===== config.mk =====
export PLATFORM = sky130hd
export DESIGN_NAME = stx_len_etx_command_deframer_core
export DESIGN_NICKNAME = d
export VERILOG_FILES = /design/src/design/sled_pkg.sv /design/src/design/stx_len_etx_command_deframer_core.sv /design/src/design/sled_cell.sv
export SDC_FILE = /design/constraint.sdc
export NUM_CORES = 1
export LEC_CHECK = 0
export BUFFER_PORTS_ARGS = -buffer_cell sky130_fd_sc_hd__buf_4
export CORE_ASPECT_RATIO = 0.9
export CORE_MARGIN = 2
export CORE_UTILIZATION = 25
export DETAILED_ROUTE_END_ITERATION = 8
export SLEW_MARGIN = 20
export SYNTH_ARGS = -nofsm -noshare
export SYNTH_HDL_FRONTEND = slang
export SYNTH_SLANG_ARGS = --single-unit

===== constraint.sdc =====
create_clock -name clk -period 3.8 [get_ports clk]
set_input_delay 0.95 -clock clk [delete_from_list [all_inputs] [get_ports clk]]
set_output_delay 0.95 -clock clk [all_outputs]
set_load 0.02 [all_outputs]

===== src/design/sled_pkg.sv =====
`timescale 1ns / 1ps
`default_nettype none
package sled_pkg;

    localparam int unsigned BYTE_W = 8;
    localparam int unsigned KIND_W = 2;
    localparam int unsigned LEN_W  = 5;

    localparam logic [BYTE_W-1:0] BYTE_STX = 8'h02;
    localparam logic [BYTE_W-1:0] BYTE_ETX = 8'h03;

    localparam logic [KIND_W-1:0] KIND_HEADER   = 2'd0;
    localparam logic [KIND_W-1:0] KIND_DATA     = 2'd1;
    localparam logic [KIND_W-1:0] KIND_OVERSIZE = 2'd2;

    typedef struct packed {
        logic wr;
        logic shift;
    } cell_ctrl_t;

endpackage
`default_nettype wire


===== src/design/stx_len_etx_command_deframer_core.sv =====
// STX / opcode / length / payload / ETX command deframer.
// Input channel: one received byte per beat (in_valid, in_ready, byte_in).
// Output channel: one result per beat (out_valid, out_ready, kind, opcode,
// payload_len, data_byte, byte_index, last).
// Payload bytes are written into a row of byte cells indexed by the receive
// count; on ETX the row shifts toward cell 0 one byte per output beat.
// Latency: a header or oversize result is valid the cycle after the beat that
// causes it (the ETX or the length byte). Payload results follow at one per
// cycle while the receiver takes them.
// Throughput: one input byte per cycle outside of payload release. After a
// frame with N payload bytes closes, in_ready stays low for N output beats
// while the cell row drains; the rate there is set by the output handshake.
// in_ready is also low while a result sits in the output register unaccepted.
// A stalled receiver holds the output register and backs up into in_ready.
// Reset: parser waits for STX, output register empty; payload cells and the
// held opcode are not reset and are always written before they are read.
`timescale 1ns / 1ps
`default_nettype none
module stx_len_etx_command_deframer_core #(
    parameter int unsigned PAYLOAD_BUFFER_BYTES = 32
) (
    input  wire logic                        clk,
    input  wire logic                        rst_n,
    input  wire logic                        in_valid,
    output logic                             in_ready,
    input  wire logic [sled_pkg::BYTE_W-1:0] byte_in,
    output logic                             out_valid,
    input  wire logic                        out_ready,
    output logic      [sled_pkg::KIND_W-1:0] kind,
    output logic      [sled_pkg::BYTE_W-1:0] opcode,
    output logic      [sled_pkg::LEN_W-1:0]  payload_len,
    output logic      [sled_pkg::BYTE_W-1:0] data_byte,
    output logic      [sled_pkg::LEN_W-1:0]  byte_index,
    output logic                             last
);

    localparam int unsigned MaxPayload = PAYLOAD_BUFFER_BYTES - 2;
    localparam int unsigned CntW       = $clog2(MaxPayload + 1);

    typedef enum logic [6:0] {
        PH_WAIT_STX = 7'b0000001,
        PH_OPCODE   = 7'b0000010,
        PH_LENGTH   = 7'b0000100,
        PH_PAYLOAD  = 7'b0001000,
        PH_WAIT_ETX = 7'b0010000,
        PH_DISCARD  = 7'b0100000,
        PH_DRAIN    = 7'b1000000
    } phase_t;

    phase_t                      phase_reg, phase_next;
    logic [CntW-1:0]             count_reg, count_next;
    logic [CntW-1:0]             len_reg, len_next;
    logic [CntW-1:0]             drain_idx_reg, drain_idx_next;
    logic [sled_pkg::BYTE_W-1:0] opcode_hold_reg, opcode_hold_next;

    logic                        out_valid_reg, out_valid_next;
    logic [sled_pkg::KIND_W-1:0] kind_reg, kind_next;
    logic [sled_pkg::BYTE_W-1:0] opcode_reg, opcode_next;
    logic [sled_pkg::LEN_W-1:0]  payload_len_reg, payload_len_next;
    logic [sled_pkg::BYTE_W-1:0] data_byte_reg, data_byte_next;
    logic [sled_pkg::LEN_W-1:0]  byte_index_reg, byte_index_next;
    logic                        last_reg, last_next;

    logic                        out_free;
    logic                        in_beat;
    logic                        payload_wr;
    logic                        drain_shift;
    logic [sled_pkg::BYTE_W-1:0] cell_q [MaxPayload];

    assign out_free = !out_valid_reg || out_ready;
    assign in_ready = out_free && (phase_reg != PH_DRAIN);
    assign in_beat  = in_valid && in_ready;

    // byte cell row
    for (genvar i = 0; i < MaxPayload; i++)
    begin : g_cell
        sled_pkg::cell_ctrl_t        ctrl;
        logic [sled_pkg::BYTE_W-1:0] nbr;

        assign ctrl.wr    = payload_wr && (count_reg == CntW'(i));
        assign ctrl.shift = drain_shift;

        if (i == MaxPayload - 1)
        begin : g_tail
            assign nbr = cell_q[i];
        end
        else
        begin : g_link
            assign nbr = cell_q[i+1];
        end

        sled_cell u_cell (
            .clk      (clk),
            .ctrl     (ctrl),
            .wr_data  (byte_in),
            .nbr_data (nbr),
            .q        (cell_q[i])
        );
    end

    always_comb
    begin
        phase_next       = phase_reg;
        count_next       = count_reg;
        len_next         = len_reg;
        drain_idx_next   = drain_idx_reg;
        opcode_hold_next = opcode_hold_reg;
        out_valid_next   = out_valid_reg && !out_ready;
        kind_next        = kind_reg;
        opcode_next      = opcode_reg;
        payload_len_next = payload_len_reg;
        data_byte_next   = data_byte_reg;
        byte_index_next  = byte_index_reg;
        last_next        = last_reg;
        payload_wr       = 1'b0;
        drain_shift      = 1'b0;

        case (phase_reg)
            PH_WAIT_STX:
            begin
                if (in_beat && byte_in == sled_pkg::BYTE_STX)
                begin
                    count_next = '0;
                    phase_next = PH_OPCODE;
                end
            end
            PH_OPCODE:
            begin
                if (in_beat)
                begin
                    opcode_hold_next = byte_in;
                    phase_next       = PH_LENGTH;
                end
            end
            PH_LENGTH:
            begin
                if (in_beat)
                begin
                    len_next = CntW'(byte_in);
                    if (byte_in == '0)
                    begin
                        phase_next = PH_WAIT_ETX;
                    end
                    else if (9'(byte_in) > 9'(MaxPayload))
                    begin
                        out_valid_next   = 1'b1;
                        kind_next        = sled_pkg::KIND_OVERSIZE;
                        opcode_next      = opcode_hold_reg;
                        payload_len_next = '0;
                        data_byte_next   = '0;
                        byte_index_next  = '0;
                        last_next        = 1'b1;
                        phase_next       = PH_DISCARD;
                    end
                    else
                    begin
                        phase_next = PH_PAYLOAD;
                    end
                end
            end
            PH_PAYLOAD:
            begin
                if (in_beat)
                begin
                    payload_wr = 1'b1;
                    count_next = count_reg + 1'b1;
                    if (count_next >= len_reg)
                    begin
                        phase_next = PH_WAIT_ETX;
                    end
                end
            end
            PH_WAIT_ETX:
            begin
                if (in_beat)
                begin
                    phase_next = PH_WAIT_STX;
                    count_next = '0;
                    if (byte_in == sled_pkg::BYTE_ETX)
                    begin
                        out_valid_next   = 1'b1;
                        kind_next        = sled_pkg::KIND_HEADER;
                        opcode_next      = opcode_hold_reg;
                        payload_len_next = sled_pkg::LEN_W'(len_reg);
                        data_byte_next   = '0;
                        byte_index_next  = '0;
                        last_next        = (len_reg == '0);
                        drain_idx_next   = '0;
                        if (len_reg != '0)
                        begin
                            phase_next = PH_DRAIN;
                        end
                    end
                end
            end
            PH_DISCARD:
            begin
                if (in_beat && byte_in == sled_pkg::BYTE_ETX)
                begin
                    phase_next = PH_WAIT_STX;
                    count_next = '0;
                end
            end
            PH_DRAIN:
            begin
                if (out_free)
                begin
                    drain_shift      = 1'b1;
                    out_valid_next   = 1'b1;
                    kind_next        = sled_pkg::KIND_DATA;
                    opcode_next      = opcode_hold_reg;
                    payload_len_next = sled_pkg::LEN_W'(len_reg);
                    data_byte_next   = cell_q[0];
                    byte_index_next  = sled_pkg::LEN_W'(drain_idx_reg);
                    last_next        = (drain_idx_reg + 1'b1 == len_reg);
                    drain_idx_next   = drain_idx_reg + 1'b1;
                    if (last_next)
                    begin
                        phase_next = PH_WAIT_STX;
                    end
                end
            end
            default:
            begin
                phase_next = PH_WAIT_STX;
                count_next = '0;
            end
        endcase
    end

    always_ff @(posedge clk or negedge rst_n)
    begin
        if (!rst_n)
        begin
            phase_reg     <= PH_WAIT_STX;
            count_reg     <= '0;
            len_reg       <= '0;
            drain_idx_reg <= '0;
            out_valid_reg <= 1'b0;
        end
        else
        begin
            phase_reg     <= phase_next;
            count_reg     <= count_next;
            len_reg       <= len_next;
            drain_idx_reg <= drain_idx_next;
            out_valid_reg <= out_valid_next;
        end
    end

    always_ff @(posedge clk)
    begin
        opcode_hold_reg <= opcode_hold_next;
        kind_reg        <= kind_next;
        opcode_reg      <= opcode_next;
        payload_len_reg <= payload_len_next;
        data_byte_reg   <= data_byte_next;
        byte_index_reg  <= byte_index_next;
        last_reg        <= last_next;
    end

    assign out_valid   = out_valid_reg;
    assign kind        = kind_reg;
    assign opcode      = opcode_reg;
    assign payload_len = payload_len_reg;
    assign data_byte   = data_byte_reg;
    assign byte_index  = byte_index_reg;
    assign last        = last_reg;

    a_no_input_in_drain: assert property (@(posedge clk) disable iff (!rst_n)
        phase_reg == PH_DRAIN |-> !in_ready)
        else $error("input accepted during payload release");

    a_header_last: assert property (@(posedge clk) disable iff (!rst_n)
        out_valid_reg && kind_reg == sled_pkg::KIND_HEADER |-> last_reg == (len_reg == '0))
        else $error("header last flag does not match length");

    a_drain_continues: assert property (@(posedge clk) disable iff (!rst_n)
        out_valid_reg && out_ready && kind_reg == sled_pkg::KIND_DATA && !last_reg
        |=> out_valid_reg && kind_reg == sled_pkg::KIND_DATA)
        else $error("payload run broken before last");

    a_count_bound: assert property (@(posedge clk) disable iff (!rst_n)
        phase_reg == PH_PAYLOAD |-> count_reg < len_reg)
        else $error("receive count passed declared length");

endmodule
`default_nettype wire


===== src/design/sled_cell.sv =====
`timescale 1ns / 1ps
`default_nettype none
module sled_cell (
    input  wire logic                        clk,
    input  wire sled_pkg::cell_ctrl_t        ctrl,
    input  wire logic [sled_pkg::BYTE_W-1:0] wr_data,
    input  wire logic [sled_pkg::BYTE_W-1:0] nbr_data,
    output logic      [sled_pkg::BYTE_W-1:0] q
);

    logic [sled_pkg::BYTE_W-1:0] q_reg;
    logic [sled_pkg::BYTE_W-1:0] q_next;

    always_comb
    begin
        q_next = q_reg;
        if (ctrl.wr)
        begin
            q_next = wr_data;
        end
        else if (ctrl.shift)
        begin
            q_next = nbr_data;
        end
    end

    always_ff @(posedge clk)
    begin
        q_reg <= q_next;
    end

    assign q = q_reg;

endmodule
`default_nettype wire


==> results.json, run 1 <==
{
  "drt_pre_antenna_iters": 4,
  "area.growth.synth_to_final_pct": 15.2,
  "portBuffers": 42,
  "final_nets": 900,
  "placedCellCount": 1543,
  "drt_first_iter_violations": 414,
  "asyncSetResetFlopFracSynth_pct": 7.67,
  "mostFrequentLayoutCells": "edfxtp_1, mux2_2, buf_4, nand2_1, and2_1",
  "worst_skew_pair.late_latency_ns": 0.56,
  "gpl.final_weighted_congestion": 0.829,
  "grt_usage_pct": 9.45,
  "drc_errors": 0,
  "layout.core_utilization_pct": 29.1,
  "dpl.hpwl_um": 16300,
  "clock_tree.htree_level_count": 1,
  "setup_repair_after_global_routing_missed_its_margin": "no",
  "clockRootBuffer": "clkbuf_16",
  "synth_net_count": 869,
  "synth_seq_cells": 300,
  "finalWirelength_um": 26200,
  "syn-cell-area_mm2": 0.0134,
  "post-synth-top-area-cell": "edfxtp_1",
  "full_die_area_mm2": 0.0554,
  "dominant_cells_by_area_after_synthesis": "edfxtp_1, mux2_2, dfrtp_1",
  "timing.final.crit_share_pct": 85.9,
  "finalHoldViolCount": 0,
  "final_design_area_no_fill_mm2": 0.0154,
  "via_count_of_the_first_global_routing_pass": 7020,
  "io-pin-count": 43,
  "slew-limit-headroom_pct": 56.4,
  "path_cells": "or3_1 -> and3b_1 -> nor2b_1 -> buf_4",
  "cts.repair_timing.setup_buffer_count": 0,
  "final.setup.tns_ns": 0,
  "globalRoute.totalOverflow": 0,
  "cts_num_sinks": 300,
  "vias_per_cell": 4.30,
  "worst_path_dominant_cell_family": "simple AND/OR/NAND/NOR gates",
  "synth.top_cell.area_share_pct": 62.2,
  "layout.cells.most_common": "edfxtp_1",
  "design.core.area_mm2": 0.0530,
  "num_vias": 6850,
  "setup_viol": 0,
  "total_power_uw": 7420,
  "maxCapViolations": 0,
  "diodes": 0,
  "yosys.cell_types.count": 55,
  "largest_register_ffs": 240,
  "critPathRequiredTime_ns": 2.85,
  "max_freq_mhz": 306,
  "critical_path.endpoint_type": "output port",
  "grt_first_pass_wirelength_um": 40900,
  "static-leakage-power_uw": 0.00527,
  "postSynthAreaPerCell_um2": 15.8,
  "p_per_cell_area_mw_per_mm2": 481,
  "die_w_um": 248,
  "antenna_found_initial": 0,
  "dpl_cell_area_mm2": 0.0144,
  "worst_ir_drop_vdd_mv": 0.321,
  "critical_path_peak_fanout": 11,
  "final_layout_size_suffix_gt1_share_pct": 39.0,
  "worst_slew_pin_slew_ns": 0.651,
  "core.rowCount": 80,
  "postSynthCellCount": 846,
  "maximum_number_of_pins_on_one_net_before_global_route_repair": 38,
  "min_period_ns": 3.26,
  "synthesis.yosys.warnings": 0,
  "share_of_the_yosys_chip_area_belonging_to_registers_pct": 66.5,
  "cts.path.max_buffers": 3,
  "die_h_um": 223,
  "ctsHoldBuffers": 0,
  "worstPathBufferInverterCount": 1,
  "postcts_resize_cnt": 0,
  "timing.critical_path.from_type": "flip-flop",
  "run_status": "finished clean",
  "timing_worst_setup_path_type": "flip-flop to output port",
  "hp-class": "primary input to async pin",
  "initial_core_util_pct": 25.3,
  "cpPeakStageDelay_ns": 0.51,
  "filler_free_cell_count_of_the_finished_design": 1594,
  "wl_per_cell_um": 16.4,
  "critPathSlowestCell": "and3b_1",
  "numCtsBuffers": 29,
  "cts_tree": "done",
  "route.antenna.remaining_nets": 0,
  "maxSlewViolCount": 0,
  "cts.clk_slew.worst_paths_ns": 0.07,
  "critPathArrivalTime_ns": 2.31,
  "postSynth.topFlopCell": "edfxtp_1",
  "finalClockSkew_ns": 0.0188,
  "synth_enable_flop_cells": 277
}
synthesized netlist by cell type, types with 3 or more instances:
master      n
nor3_1     10
inv_1      14
nand3_2     4
nand3_1    10
mux2_1      6
clkbuf_1   38
nand2_1    47
and2_1     30
buf_2      10
nor4_1      3
dfrtp_1    22
xnor2_1     6
o21ai_0    23
xor2_1      6
buf_4       4
edfxtp_1  277
mux2i_1     3
mux2_4      3
a21oi_1     4
nor2b_1     4
mux2_2    229
nand2_2     4
ha_1       11
and3_1      5
nand2b_1   14
nor2_1     21
through the flow:
stage	setup WS (ns)	hold WS, ns
floorplan	0.912	0.400
global placement	0.725	0.402
detailed placement	0.634	0.405
CTS	0.532	0.270
global route	0.372	0.290
finish	0.537	0.283
worst register-to-register path, delay by kind of cell (launching register included):
kind	cells	cell delay (ns)
flip-flops	1	0.49
AND/OR/NAND/NOR	6	2.23
path summary, 6_finish.rpt:
kind,startpoint,slack [ns],to,cells after the start
setup / recovery,phase_reg[5]$_DFFE_PN0P_,0.54,in_ready,4
hold / removal,rst_n,0.28,len_reg[0]$_DFFE_PN0P_,1
setup reg to reg,phase_reg[3]$_DFFE_PN0P_,0.73,g_cell[2].u_cell.q[7]$_DFFE_PP_,6
hold reg to reg,opcode_hold_reg[5]$_DFFE_PP_,0.42,opcode[5]$_DFFE_PP_,0
max in group asynchronous,rst_n,3.21,phase_reg[0]$_DFFE_PN1P_,1
min in group clk,opcode_hold_reg[5]$_DFFE_PP_,0.42,opcode[5]$_DFFE_PP_,0
layer usage:
layer  up-vias  wire, µm  track usage, %
met3        37      1170            1.88
li1       3240         -               -
met1      3445     12700            13.4
met2       128     11800            14.7
met4         0       533            2.43
met5         -         0               0
power by group:
part / leakage, µW / internal [µW] / switching [µW] / total, µW
combinational: 0.00199 / 257 / 386 / 644
sequential: 0.00279 / 3660 / 68.5 / 3730
clock: 0.000493 / 1810 / 1230 / 3040
cells by family after synthesis:
logic type,share of synthesized area [%]
flip-flops,66.5
multiplexers,20.3
AND/OR/NAND/NOR,7.08
buffers and inverters,2.28
AO/OA/AOI/OAI,2.01
XOR/XNOR,0.785
adder cells (fa/ha/maj),1.03
layout make-up:
| type | instances | area, µm² |
|---|---|---|
| fillers | 5202 | 37500 |
| flip-flops and latches | 300 | 8890 |
| multi-input cells | 476 | 4180 |
| well taps | 697 | 872 |
| clock buffers | 37 | 796 |
| repair buffers | 56 | 420 |
| clock inverters | 14 | 203 |
| inverters | 14 | 52.6 |
(Power assumes the default switching activity.)
==> run 2: changes to the inputs <==
--- a/config.mk
+++ b/config.mk
@@ -8,8 +8,10 @@
 export BUFFER_PORTS_ARGS = -buffer_cell sky130_fd_sc_hd__buf_4
 export CORE_ASPECT_RATIO = 0.9
 export CORE_MARGIN = 2
-export CORE_UTILIZATION = 25
+export CORE_UTILIZATION = 62
 export DETAILED_ROUTE_END_ITERATION = 8
+export PLACE_DENSITY = 0.8
+export SKIP_CTS_REPAIR_TIMING = 1
 export SLEW_MARGIN = 20
 export SYNTH_ARGS = -nofsm -noshare
 export SYNTH_HDL_FRONTEND = slang
==> constraint.sdc (replaced) <==
create_clock -name clk -period 3.3 [get_ports clk]
set_input_delay 0.825 -clock clk [delete_from_list [all_inputs] [get_ports clk]]
set_output_delay 0.825 -clock clk [all_outputs]
set_load 0.02 [all_outputs]
==> run 2 against run 1 <==
  * Clock skew barely moved
  * Sequential share of layout area rose by 2.4 points
  * Via count rose by 3.2%
  * Largest cell class unchanged
  * Die area fell by 59%
  * Sequential power rose by 16%
  * Clock power rose by 4%
  * Critical path type unchanged
  * Critical path depth rose by 1
  * Design area fell by 4.0%
  * Flip-flop and latch count did not move
==> results.json, run 2 (same netlist as run 1, synthesis figures left out) <==
{
  "run_status": "finished clean",
  "static-leakage-power_uw": 0.00522,
  "critical_path.endpoint_type": "output port",
  "cts_tree": "done",
  "max_freq_mhz": 313,
  "worst_ir_drop_vdd_mv": 0.541,
  "post-route-worst-setup-slack_ns": 0.104,
  "largest_register_ffs": 240,
  "timing.critical_path.from_type": "flip-flop",
  "critPathArrivalTime_ns": 2.37,
  "setup_repair_after_global_routing_missed_its_margin": "no",
  "design.core.area_mm2": 0.0210,
  "final_design_area_no_fill_mm2": 0.0148,
  "p_per_cell_area_mw_per_mm2": 552,
  "power_report.internal_total_uw": 6320,
  "wl_per_cell_um": 20.8,
  "setup_viol": 0,
  "drt_pre_antenna_iters": 6,
  "power_frac_clock_pct": 38.6,
  "area.growth.synth_to_final_pct": 10.7,
  "via_count_of_the_first_global_routing_pass": 7426,
  "pre_cts_ws_ns": 0.282,
  "diodes": 0,
  "worst_slew_pin_slew_ns": 0.552,
  "gpl.final_weighted_congestion": 0.984,
  "antenna_found_initial": 1,
  "share_seq_of_total_power_pct": 52.7,
  "num_vias": 7067,
  "slew-limit-headroom_pct": 62.7,
  "mostFrequentLayoutCells": "edfxtp_1, mux2_2, buf_4, nand2_1, and2_1",
  "finalClockSkew_ns": 0.0189,
  "total_power_uw": 8180,
  "hp-class": "primary input to async pin",
  "route.antenna.remaining_nets": 0,
  "die_w_um": 159,
  "drt_first_iter_violations": 556,
  "core.rowCount": 50,
  "maxCapViolations": 0,
  "die_h_um": 143,
  "finalHoldViolCount": 0,
  "multi_input_area_mm2": 0.00418,
  "layout.cells.most_common": "edfxtp_1",
  "grt_usage_pct": 22.0,
  "timing.final.crit_share_pct": 96.9,
  "comb_power_share_pct": 8.6,
  "vias_per_cell": 5.97,
  "initial_core_util_pct": 63.8,
  "critPathRequiredTime_ns": 2.47,
  "clockRootBuffer": "clkbuf_16",
  "cts.clk_slew.worst_paths_ns": 0.06,
  "dpl_cell_area_mm2": 0.0139,
  "numCtsBuffers": 29,
  "maximum_number_of_pins_on_one_net_before_global_route_repair": 38,
  "final.setup.tns_ns": 0,
  "fillCellCount": 1300,
  "seq_area_mm2": 0.00889,
  "io-pin-count": 43,
  "min_period_ns": 3.20,
  "grt_first_pass_wirelength_um": 39600,
  "cts_num_sinks": 300,
  "final_layout_size_suffix_gt1_share_pct": 38.6,
  "switching_power_uw": 1860,
  "critical_path_peak_fanout": 17,
  "cts.path.max_buffers": 3,
  "clock_tree.htree_level_count": 1,
  "globalRoute.totalOverflow": 0,
  "portBuffers": 42,
  "maxSlewViolCount": 0,
  "drc_errors": 0,
  "switching_share_pct": 22.8,
  "full_die_area_mm2": 0.0228,
  "timing_worst_setup_path_type": "flip-flop to output port",
  "finalWirelength_um": 24600,
  "worst_skew_pair.late_latency_ns": 0.55,
  "dpl.hpwl_um": 15200,
  "final_nets": 899
}
-- run 2: stage by stage --
step	utilization (%)	hold slack, ns	std cells
finish	70.7	0.171	1184
global route	70.7	0.178	1184
CTS	70.7	0.171	1184
detailed placement	66.3	0.410	1131
global placement	66.3	0.409	1131
floorplan	-	0.400	846
-- run 2: path summary, 6_finish.rpt --
| path | from | endpoint | depth (start not counted) | slack (ns) |
|---|---|---|---|---|
| min in group clk | opcode_hold_reg[4]$_DFFE_PP_ | opcode[4]$_DFFE_PP_ | 0 | 0.43 |
| setup / recovery | phase_reg[5]$_DFFE_PN0P_ | in_ready | 5 | 0.10 |
| setup reg to reg | phase_reg[1]$_DFFE_PN0P_ | g_cell[3].u_cell.q[4]$_DFFE_PP_ | 6 | 0.19 |
| max in group asynchronous | rst_n | phase_reg[0]$_DFFE_PN1P_ | 1 | 2.84 |
| hold / removal | rst_n | phase_reg[3]$_DFFE_PN0P_ | 1 | 0.17 |
| hold reg to reg | opcode_hold_reg[4]$_DFFE_PP_ | opcode[4]$_DFFE_PP_ | 0 | 0.43 |
-- run 2: layer usage --
metal	GRT usage, %	vias to the layer above	share of wire (%)	wire length [µm]
met2	38.5	189	50	12200
met1	28.9	3586	43	10500
met5	0	-	0.053	13
met4	5.79	2	2.0	503
met3	4.13	45	5.5	1360
li1	-	3245	-	-
-- run 2: worst max-delay path: stages, from the launching register on --
cell and delay [ns]:
dfrtp_1 0.48, or3_1 0.49, and3b_2 0.39, buf_4 0.24, nor2b_1 0.07, buf_4 0.16
-- run 2: layout make-up --
class | instances | area share (%)
sequential | 300 | 60.1
multi-input combinational | 476 | 28.2
clock buffer | 36 | 5.21
timing repair buffer | 55 | 2.79
tap | 286 | 2.42
clock inverter | 17 | 0.929
inverter | 14 | 0.355
-- run 2: power by group through the flow --
| stage | clock network (µW) | logic, µW | registers (µW) |
|---|---|---|---|
| after CTS | 3210 | 701 | 4310 |
| after global placement | 0 | 676 | 4380 |
| after global routing | 3350 | 765 | 4320 |
| final | 3160 | 707 | 4310 |
| after detailed placement | 0 | 695 | 4390 |
| after floorplan | 0 | 482 | 4390 |
